$ cat src/rtl/sb2d_pkg.sv
// Package for the signed binary to decimal ASCII converter.
// Holds the state type, cell control struct, dabble constants and character constants; no dependencies.
package sb2d_pkg;

    typedef enum logic [1:0] {
        ST_IDLE,
        ST_CONVERT,
        ST_SIGN,
        ST_EMIT
    } state_t;

    typedef struct packed {
        logic clear;
        logic dabble;
        logic shift_digit;
    } cell_ctrl_t;

    localparam int DIGIT_BITS = 4;
    localparam logic [DIGIT_BITS-1:0] DABBLE_LIMIT = 4'd5;
    localparam logic [DIGIT_BITS-1:0] DABBLE_ADD = 4'd3;
    localparam logic [7:0] CHAR_ZERO = 8'd48;
    localparam logic [7:0] CHAR_MINUS = 8'd45;

endpackage

$ cat src/rtl/sb2d_cell.sv
// One BCD digit cell of the double-dabble chain.
// Depends on sb2d_pkg for the control struct and dabble constants.
module sb2d_cell (
    input  logic                                clk,
    input  sb2d_pkg::cell_ctrl_t                ctrl,
    input  logic                                bit_in,
    input  logic [sb2d_pkg::DIGIT_BITS-1:0]     digit_in,
    output logic                                bit_out,
    output logic [sb2d_pkg::DIGIT_BITS-1:0]     digit
);
    import sb2d_pkg::*;

    logic [DIGIT_BITS-1:0] digit_reg;
    logic [DIGIT_BITS-1:0] digit_next;
    logic [DIGIT_BITS-1:0] adj;

    assign adj     = (digit_reg >= DABBLE_LIMIT) ? digit_reg + DABBLE_ADD : digit_reg;
    assign bit_out = adj[DIGIT_BITS-1];
    assign digit   = digit_reg;

    always_comb
    begin
        digit_next = digit_reg;
        if (ctrl.clear)
        begin
            digit_next = '0;
        end
        else if (ctrl.dabble)
        begin
            digit_next = {adj[DIGIT_BITS-2:0], bit_in};
        end
        else if (ctrl.shift_digit)
        begin
            digit_next = digit_in;
        end
    end

    always_ff @(posedge clk)
    begin
        digit_reg <= digit_next;
    end

endmodule

$ cat src/rtl/sb2d_chain.sv
// Row of BCD digit cells; binary bits enter at the low end, digits leave at the top.
// Depends on sb2d_pkg and sb2d_cell.
module sb2d_chain #(
    parameter int NDIG = 10
) (
    input  logic                                clk,
    input  sb2d_pkg::cell_ctrl_t                ctrl,
    input  logic                                bin_bit,
    output logic [sb2d_pkg::DIGIT_BITS-1:0]     top_digit
);
    import sb2d_pkg::*;

    logic [DIGIT_BITS-1:0] digit_w [NDIG];
    logic                  carry_w [NDIG-1];

    genvar i;
    generate
        for (i = 0; i < NDIG; i++)
        begin : g_cell
            logic                  bit_in_w;
            logic [DIGIT_BITS-1:0] digit_in_w;

            if (i == 0)
            begin : g_low
                assign bit_in_w   = bin_bit;
                assign digit_in_w = '0;
            end
            else
            begin : g_mid
                assign bit_in_w   = carry_w[i-1];
                assign digit_in_w = digit_w[i-1];
            end

            if (i == NDIG - 1)
            begin : g_top
                sb2d_cell u_cell (
                    .clk      (clk),
                    .ctrl     (ctrl),
                    .bit_in   (bit_in_w),
                    .digit_in (digit_in_w),
                    .bit_out  (),
                    .digit    (digit_w[i])
                );
            end
            else
            begin : g_inner
                sb2d_cell u_cell (
                    .clk      (clk),
                    .ctrl     (ctrl),
                    .bit_in   (bit_in_w),
                    .digit_in (digit_in_w),
                    .bit_out  (carry_w[i]),
                    .digit    (digit_w[i])
                );
            end
        end
    endgenerate

    assign top_digit = digit_w[NDIG-1];

endmodule

$ cat src/rtl/signed_binary_to_decimal_ascii.sv
// Top level of the signed binary to decimal ASCII converter.
// Depends on sb2d_pkg and sb2d_chain.
//
// A value is taken when start is high and busy is low. The block then
// shifts the magnitude bit by bit through the row of BCD cells (double
// dabble), sends the optional minus sign, and shifts the digits out of
// the cells, skipping leading zeros. Busy stays high while a value is
// converted and sent, and a new value is taken only once busy is low
// again. Each character appears for exactly one cycle with strobe high;
// there is no back-pressure, so the receiver must take every strobed
// character. The final character of a number has last set.
module signed_binary_to_decimal_ascii #(
    parameter int VALUE_BITS = 32
) (
    input  logic                         clk,
    input  logic                         rst_n,
    input  logic                         start,
    output logic                         busy,
    input  logic signed [VALUE_BITS-1:0] value,
    output logic                         strobe,
    output logic [7:0]                   character,
    output logic                         last
);
    import sb2d_pkg::*;

    localparam int NDIG   = ((VALUE_BITS - 1) * 30103) / 100000 + 1;
    localparam int SCNT_W = $clog2(VALUE_BITS);
    localparam int DCNT_W = $clog2(NDIG);
    localparam logic [SCNT_W-1:0] SHIFT_LAST = SCNT_W'(VALUE_BITS - 1);
    localparam logic [DCNT_W-1:0] DIGIT_LAST = DCNT_W'(NDIG - 1);

    state_t                state_reg, state_next;
    logic [VALUE_BITS-1:0] mag_reg, mag_next;
    logic                  neg_reg, neg_next;
    logic [SCNT_W-1:0]     shift_cnt_reg, shift_cnt_next;
    logic [DCNT_W-1:0]     digit_cnt_reg, digit_cnt_next;
    logic                  started_reg, started_next;

    cell_ctrl_t            ctrl;
    logic [DIGIT_BITS-1:0] top_digit;
    logic [VALUE_BITS-1:0] magnitude;
    logic                  emit;

    assign magnitude = value[VALUE_BITS-1] ? (~value + 1'b1) : value;

    sb2d_chain #(
        .NDIG (NDIG)
    ) u_chain (
        .clk       (clk),
        .ctrl      (ctrl),
        .bin_bit   (mag_reg[VALUE_BITS-1]),
        .top_digit (top_digit)
    );

    always_ff @(posedge clk or negedge rst_n)
    begin
        if (!rst_n)
        begin
            state_reg <= ST_IDLE;
        end
        else
        begin
            state_reg <= state_next;
        end
    end

    always_ff @(posedge clk)
    begin
        mag_reg       <= mag_next;
        neg_reg       <= neg_next;
        shift_cnt_reg <= shift_cnt_next;
        digit_cnt_reg <= digit_cnt_next;
        started_reg   <= started_next;
    end

    always_comb
    begin
        state_next     = state_reg;
        mag_next       = mag_reg;
        neg_next       = neg_reg;
        shift_cnt_next = shift_cnt_reg;
        digit_cnt_next = digit_cnt_reg;
        started_next   = started_reg;
        ctrl           = '0;
        busy           = 1'b1;
        strobe         = 1'b0;
        character      = CHAR_ZERO + {4'b0000, top_digit};
        last           = 1'b0;
        emit           = 1'b0;
        case (state_reg)
            ST_IDLE:
            begin
                busy = 1'b0;
                if (start)
                begin
                    mag_next       = magnitude;
                    neg_next       = value[VALUE_BITS-1];
                    shift_cnt_next = SHIFT_LAST;
                    ctrl.clear     = 1'b1;
                    state_next     = ST_CONVERT;
                end
            end
            ST_CONVERT:
            begin
                ctrl.dabble = 1'b1;
                mag_next    = {mag_reg[VALUE_BITS-2:0], 1'b0};
                if (shift_cnt_reg == '0)
                begin
                    state_next = ST_SIGN;
                end
                else
                begin
                    shift_cnt_next = shift_cnt_reg - 1'b1;
                end
            end
            ST_SIGN:
            begin
                strobe         = neg_reg;
                character      = CHAR_MINUS;
                digit_cnt_next = DIGIT_LAST;
                started_next   = 1'b0;
                state_next     = ST_EMIT;
            end
            ST_EMIT:
            begin
                // skip leading zeros, always emit the units digit
                ctrl.shift_digit = 1'b1;
                emit             = started_reg || (top_digit != '0) || (digit_cnt_reg == '0);
                strobe           = emit;
                last             = (digit_cnt_reg == '0);
                started_next     = started_reg || emit;
                if (digit_cnt_reg == '0)
                begin
                    state_next = ST_IDLE;
                end
                else
                begin
                    digit_cnt_next = digit_cnt_reg - 1'b1;
                end
            end
            default:
            begin
                state_next = ST_IDLE;
            end
        endcase
    end

endmodule

$ cat config.mk
export PLATFORM = sky130hd
export DESIGN_NAME = signed_binary_to_decimal_ascii
export DESIGN_NICKNAME = d
export VERILOG_FILES = /design/src/rtl/sb2d_pkg.sv /design/src/rtl/sb2d_cell.sv /design/src/rtl/sb2d_chain.sv /design/src/rtl/signed_binary_to_decimal_ascii.sv
export SDC_FILE = /design/constraint.sdc
export NUM_CORES = 1
export LEC_CHECK = 0
export BUFFER_PORTS_ARGS = -buffer_cell sky130_fd_sc_hd__clkbuf_2
export CAP_MARGIN = 20
export CORE_MARGIN = 2
export CORE_UTILIZATION = 50
export DETAILED_ROUTE_END_ITERATION = 10
export PLACE_DENSITY = 0.75
export REMOVE_ABC_BUFFERS = 1
export SYNTH_ARGS = -nofsm -noshare
export SYNTH_HDL_FRONTEND = slang
export SYNTH_SLANG_ARGS = --single-unit
$ cat constraint.sdc
create_clock -name clk -period 7.6 [get_ports clk]
set_clock_uncertainty 0.15 [all_clocks]
set_input_delay 0.38 -clock clk [delete_from_list [all_inputs] [get_ports clk]]
set_output_delay 0.38 -clock clk [all_outputs]
set_load 0.1 [all_outputs]
**Word-level counts from Yosys, hierarchy flattened**

Index checks and enable logic that the tools add are counted.

- Bitwise logic cells: 1
- Muxes and demuxes: 51
- Equal/unequal tests: 8
- Order comparisons: 10
- Reduce and logical (&&, ||, !) cells: 15
- $add $sub $neg: 14

Operators by type and width:

| operator | count |
|---|---|
| two-way mux 4 bit | 30 |
| two-way mux 32 bit | 2 |
| one-hot mux 32 bit (2 select lines) | 1 |
| >= comparator 4 x 3 -> 1 bit (second input constant) | 10 |
| adder 4 x 2 -> 4 bit (second input constant) | 9 |
| adder 32 x 1 -> 32 bit (second input constant) | 1 |
| inverter 32 bit | 1 |
| two-way mux 5 bit | 2 |
| != test 2 bit (second input constant) | 5 |
| one-hot mux 5 bit (2 select lines) | 1 |
| one-hot mux 2 bit (4 select lines) | 1 |
| one-hot mux 4 bit (2 select lines) | 1 |
| adder 6 x 4 -> 7 bit (first input constant) | 1 |
| two-way mux 7 bit | 1 |
| two-way mux 1 bit | 6 |
| two-way mux 2 bit | 3 |
| AND reduction 2 bit | 3 |
| AND reduction 3 bit | 2 |
| nonzero test 2 bit | 3 |
| zero test 5 bit | 1 |
| subtractor 5 x 1 -> 5 bit (second input constant) | 1 |
| == test 2 bit (second input constant) | 2 |
| zero test 4 bit | 1 |
| one-hot mux 1 bit (2 select lines) | 2 |
| other kinds (7) | 9 |

- Word-level logic and storage cells: 115
- Register bits after elaboration: 85
- Output and inout port bits: 11

**Logic depth before layout (Yosys ltp)**

- Depth in word-level cells: 5
- Mapped depth: 8
- Gate-level depth less buffers: 7

**Cells and area by module**

Synthesis repeated with hierarchy kept, for this count alone.

- Cell total of the unflattened synthesis: 671
- Area total of the unflattened synthesis: 5830.6 sq um

Modules (own cells, without submodules):

| module | cells an instance | area an instance (sq um) | times used |
|---|---|---|---|
| signed_binary_to_decimal_ascii | 320 | 3024.2 | 1 |
| sb2d_cell | 35 | 280.3 | 10 |
| sb2d_chain | 1 | 3.8 | 1 |

**Worst setup path before layout**

No wires, ideal clock.

- Kind: flip-flop to flip-flop
- Start: register state_reg[0]
- End: register shift_cnt_reg[0], enable pin
- Library setup time: 375 ps
- Setup slack: 4437 ps
- Cell stages (with the launch flop): 6
- Data arrival time: 2639 ps
- Path buffers: 0
- Cells stage by stage: dfrtp_1 -> inv_1 -> ha_1 -> inv_1 -> a21o_1 -> a21boi_0

- Longest elaborated chain between the ends: 3
- Elaborated cells between the ends (all ways): 6
- Those cells by class: 3 x eq/ne; 3 x reduce/logical

RTL lines:

| item | RTL line | text |
|---|---|---|
| from (decl) | signed_binary_to_decimal_ascii.sv:32 | `state_t state_reg, state_next;` |
| from (signal assigned) | signed_binary_to_decimal_ascii.sv:63 | `state_reg <= state_next;` |
| == test 2 x 1 -> 1 bit or zero test 2 bit (tied branches) | signed_binary_to_decimal_ascii.sv:90 | `case (state_reg)` |
| != test 2 bit (no line) or nonzero test 2 bit (tied branches) | -- |  |
| AND reduction 3 bit (no line) * | -- |  |
| to (signal assigned) | signed_binary_to_decimal_ascii.sv:71 | `shift_cnt_reg <= shift_cnt_next;` |
| to (decl) | signed_binary_to_decimal_ascii.sv:35 | `logic [SCNT_W-1:0] shift_cnt_reg, shift_cnt_next;` |

Every way passes the cells marked *; elsewhere a longest branch is shown, timed or not.
A chain may end at the register's enable or synchronous reset.

**Worst setup path in the final report**

- Start: register state_reg[1]
- End: register shift_cnt_reg[4], enable pin

Same word-level chain as after synthesis.

==> impl_summary.txt <==
----------------------------------------------------
[Run status]
  Run status ... finished, final reports clean

[Floorplanning]
  Initial core utilization ... 0.5154
  Number of cell rows ... 37
  Die width ... 107.4 µm
  Total die area ... 11530 µm²
  Area of the placeable core ... 10370 µm²
  Number of top-level design ports ... 46
  Height of the die ... 107.4 µm

[Pwr]
  Total Power Consumption ... 2.522 mW
  Max IR drop VDD ... 0.0002844 V
  Standby leakage power ... 2.127 nW
  Cell Pwr Density ... 431.9 nW/µm²

[Yosys]
  Post-synthesis area per instance ... 9.075 µm²
  Main flop type after synthesis ... sky130_fd_sc_hd__edfxtp_1
  Total number of yosys warnings ... 0
  Post-Synthesis Cells ... 589
  Summed instance area of the synthesized netlist ... 5345 µm²
  Proportion of synthesized chip area in sequential cells ... 0.4007
  Async S/R FF share, synth ... 0.02353
  Flop and latch count out of synthesis ... 85
  Number of flops mapped to enable cells by yosys ... 43
  Number of different library cells in the post-synthesis netlist ... 50

[Clock tree]
  TritonCTS clock tree ... built
  Max H-tree Level ... 3
  Clock sink count ... 85
  Hold_buf cts ... 1
  Skew-Pair Late Insertion Delay ... 0.37 ns
  Root buffer cell ... sky130_fd_sc_hd__clkbuf_8
  Number of instances resized during post-cts repair ... 0
  CTS clock-pin slew for the worst setup and hold paths ... 0.09 ns
  Clock buffers created by TritonCTS ... 9
  Count of buffers added by post-CTS timing repair for setup ... 0
  Max clock buf depth ... 2

[Routing]
  Number of vias in the routed layout ... 4293
  Drc violations ... 0
  Final ANT Viol Nets ... 0
  Drt total wl ... 11110 µm
  TritonRoute pass-1 iters ... 4
  Number of DRC markers after the initial detailed-route iteration ... 185
  Per-cell via count in the routed design ... 5.694
  WL/cell ... 14.74 µm

[Final layout]
  Most common cell after layout, fill and taps aside ... sky130_fd_sc_hd__a211oi_1
  Diode insertion count for antenna repair ... 0
  Most frequent cells in the layout ... 54 x sky130_fd_sc_hd__a211oi_1, 47 x sky130_fd_sc_hd__o21ai_0, 43 x sky130_fd_sc_hd__nand2_1, 43 x sky130_fd_sc_hd__edfxtp_1, 42 x sky130_fd_sc_hd__clkbuf_2
  Largest register FFs ... 36
  Share of layout cells above drive strength 1 ... 0.1456
  Final Instance Count excl. Fillers ... 754
  # nets final ... 676
  Area delta synth->final ... 9.246%

[GRT]
  Sum of overflow across all layers after global routing ... 0
  Number of antenna violations at the first check in global routing ... 0
  Largest net degree at the start of global routing ... 101
  Overall Global Routing Usage ... 0.1976
  Vias in the first global route ... 4023
  Global-route wire length before repair ... 18420 µm

[Worst setup path]
  Data required time of the critical path ... 7.45 ns
  Arrival time worst endpoint ... 2.77 ns
  Path type of the worst setup path ... reg2reg
  Worst R2R Path Depth ... 7
  Worst Setup SP ... state_reg[1]$_DFFE_PN0P_
  Endpoint of the most critical setup path ... shift_cnt_reg[4]$_SDFFCE_PN1P_
  R2r startpoint ... state_reg[1]$_DFFE_PN0P_
  Element type at the critical path start ... flop
  Maximum fanout along the worst path ... 42
  Setup slack of the most critical reg-to-reg path ... 4.69 ns
  Worst setup EP type ... flop
  Critical register-to-register path endpoint ... shift_cnt_reg[4]$_SDFFCE_PN1P_

[Min path]
  Worst hold path class ... in2async

[Placement]
  Placed Instances ... 737
  Number of buffer cells added on primary ports ... 42
  HPWL Detailed ... 7775 µm
  RePlAce Congestion ... 0.8655

[Timing]
  Shortest clock period the worst path allows after layout ... 2.912 ns
  Relative slew margins ... 0.3804
  Post-route clock period utilization ... 0.3831
  Tightest Pin Transition ... 0.9294 ns
  Final-report setup violation count ... 0
  Hold Vio Cnt, Final ... 0
  Worst hold slack ... 0.1842 ns
  Unrepaired setup endpoints after global routing ... false
  Fmax achieved ... 0.3434 GHz
  Max-slew violation count ... 0
  Final TNS setup ... 0 ns

[Run]
  Max cap viols ... 0

----------------------------------------------------
## critical path, cell delays in order (launching register included)
cell	delay, ns
sky130_fd_sc_hd__dfrtp_1	0.41
sky130_fd_sc_hd__inv_1	0.14
sky130_fd_sc_hd__ha_1	0.20
sky130_fd_sc_hd__and2_1	0.13
sky130_fd_sc_hd__buf_4	0.40
sky130_fd_sc_hd__a21o_1	0.13
sky130_fd_sc_hd__buf_4	0.36
sky130_fd_sc_hd__a21boi_0	0.62
## report_power, final
group / switching [mW] / internal (mW)
registers: 0.161 / 0.760
logic: 0.834 / 0.444
clock network: 0.170 / 0.153
## kinds of logic (layout without fill, tap and decap cells)
family / Yosys count / in the layout / synth area share
compound gates: 180 / 180 / 0.2165
buf+inv: 69 / 97 / 0.05056
xor+xnor: 41 / 41 / 0.06718
other cells: 2 / 3 / 0.001405
fa+ha+maj: 28 / 28 / 0.06554
simple gates: 176 / 176 / 0.1814
mux: 8 / 8 / 0.01662
flops: 85 / 85 / 0.4008
## metrics by stage
step,setup WS [ns],instance area (µm²),util
2_1_floorplan,3.045,5206,-
3_3_place_gp,4.797,5632,0.5431
3_5_place_dp,4.660,5632,0.5431
4_1_cts,4.636,5839,0.5631
5_1_grt,4.426,5839,0.5631
6_report,4.688,5839,0.5631
## cell usage after synthesis, types with 16 or more instances
library cell / count / area share
sky130_fd_sc_hd__clkbuf_1: 24 / 0.017
sky130_fd_sc_hd__nor2_1: 40 / 0.028
sky130_fd_sc_hd__a21oi_1: 40 / 0.037
sky130_fd_sc_hd__xor2_1: 21 / 0.034
sky130_fd_sc_hd__nand2_1: 43 / 0.030
sky130_fd_sc_hd__a211oi_1: 54 / 0.076
sky130_fd_sc_hd__nand2b_1: 16 / 0.019
sky130_fd_sc_hd__edfxtp_1: 43 / 0.24
sky130_fd_sc_hd__ha_1: 28 / 0.066
sky130_fd_sc_hd__inv_1: 34 / 0.024
sky130_fd_sc_hd__xnor2_1: 20 / 0.033
sky130_fd_sc_hd__o21ai_0: 47 / 0.044
sky130_fd_sc_hd__dfxtp_1: 40 / 0.15
sky130_fd_sc_hd__nor3_1: 18 / 0.017
## area by class of cell
class,instances,area [µm²]
Multi-Input combinational cell,436,2952
Clock inverter,7,73.82
Tap cell,136,170.2
Fill cell,926,4531
Inverter,34,127.6
Timing Repair Buffer,47,250.2
Sequential cell,85,2142
Clock buffer,9,123.9
## worst min path at each step
| stage | start | endpoint | slack, ns | depth (start not counted) |
|---|---|---|---|---|
| final | rst_n | state_reg[1]$_DFFE_PN0P_ | 0.18 | 2 |
| after global routing | rst_n | state_reg[1]$_DFFE_PN0P_ | 0.18 | 2 |
| after CTS | rst_n | state_reg[1]$_DFFE_PN0P_ | 0.16 | 2 |
| after detailed placement | rst_n | state_reg[1]$_DFFE_PN0P_ | 0.03 | 1 |
| after global placement | rst_n | state_reg[0]$_DFFE_PN0P_ | 0.02 | 1 |
| after floorplan | rst_n | state_reg[0]$_DFFE_PN0P_ | -0.07 | 0 |
## routing by layer
layer | global-route usage | share of wire | vias to the layer above
met1 | 0.2512 | 0.46 | 2018
met3 | 0.02906 | 0.034 | 12
met2 | 0.3413 | 0.49 | 95
li1 | - | - | 2168
met4 | 0.07143 | 0.013 | 0
met5 | 0 | 0 | -
Power figures use the tool's default switching activity.
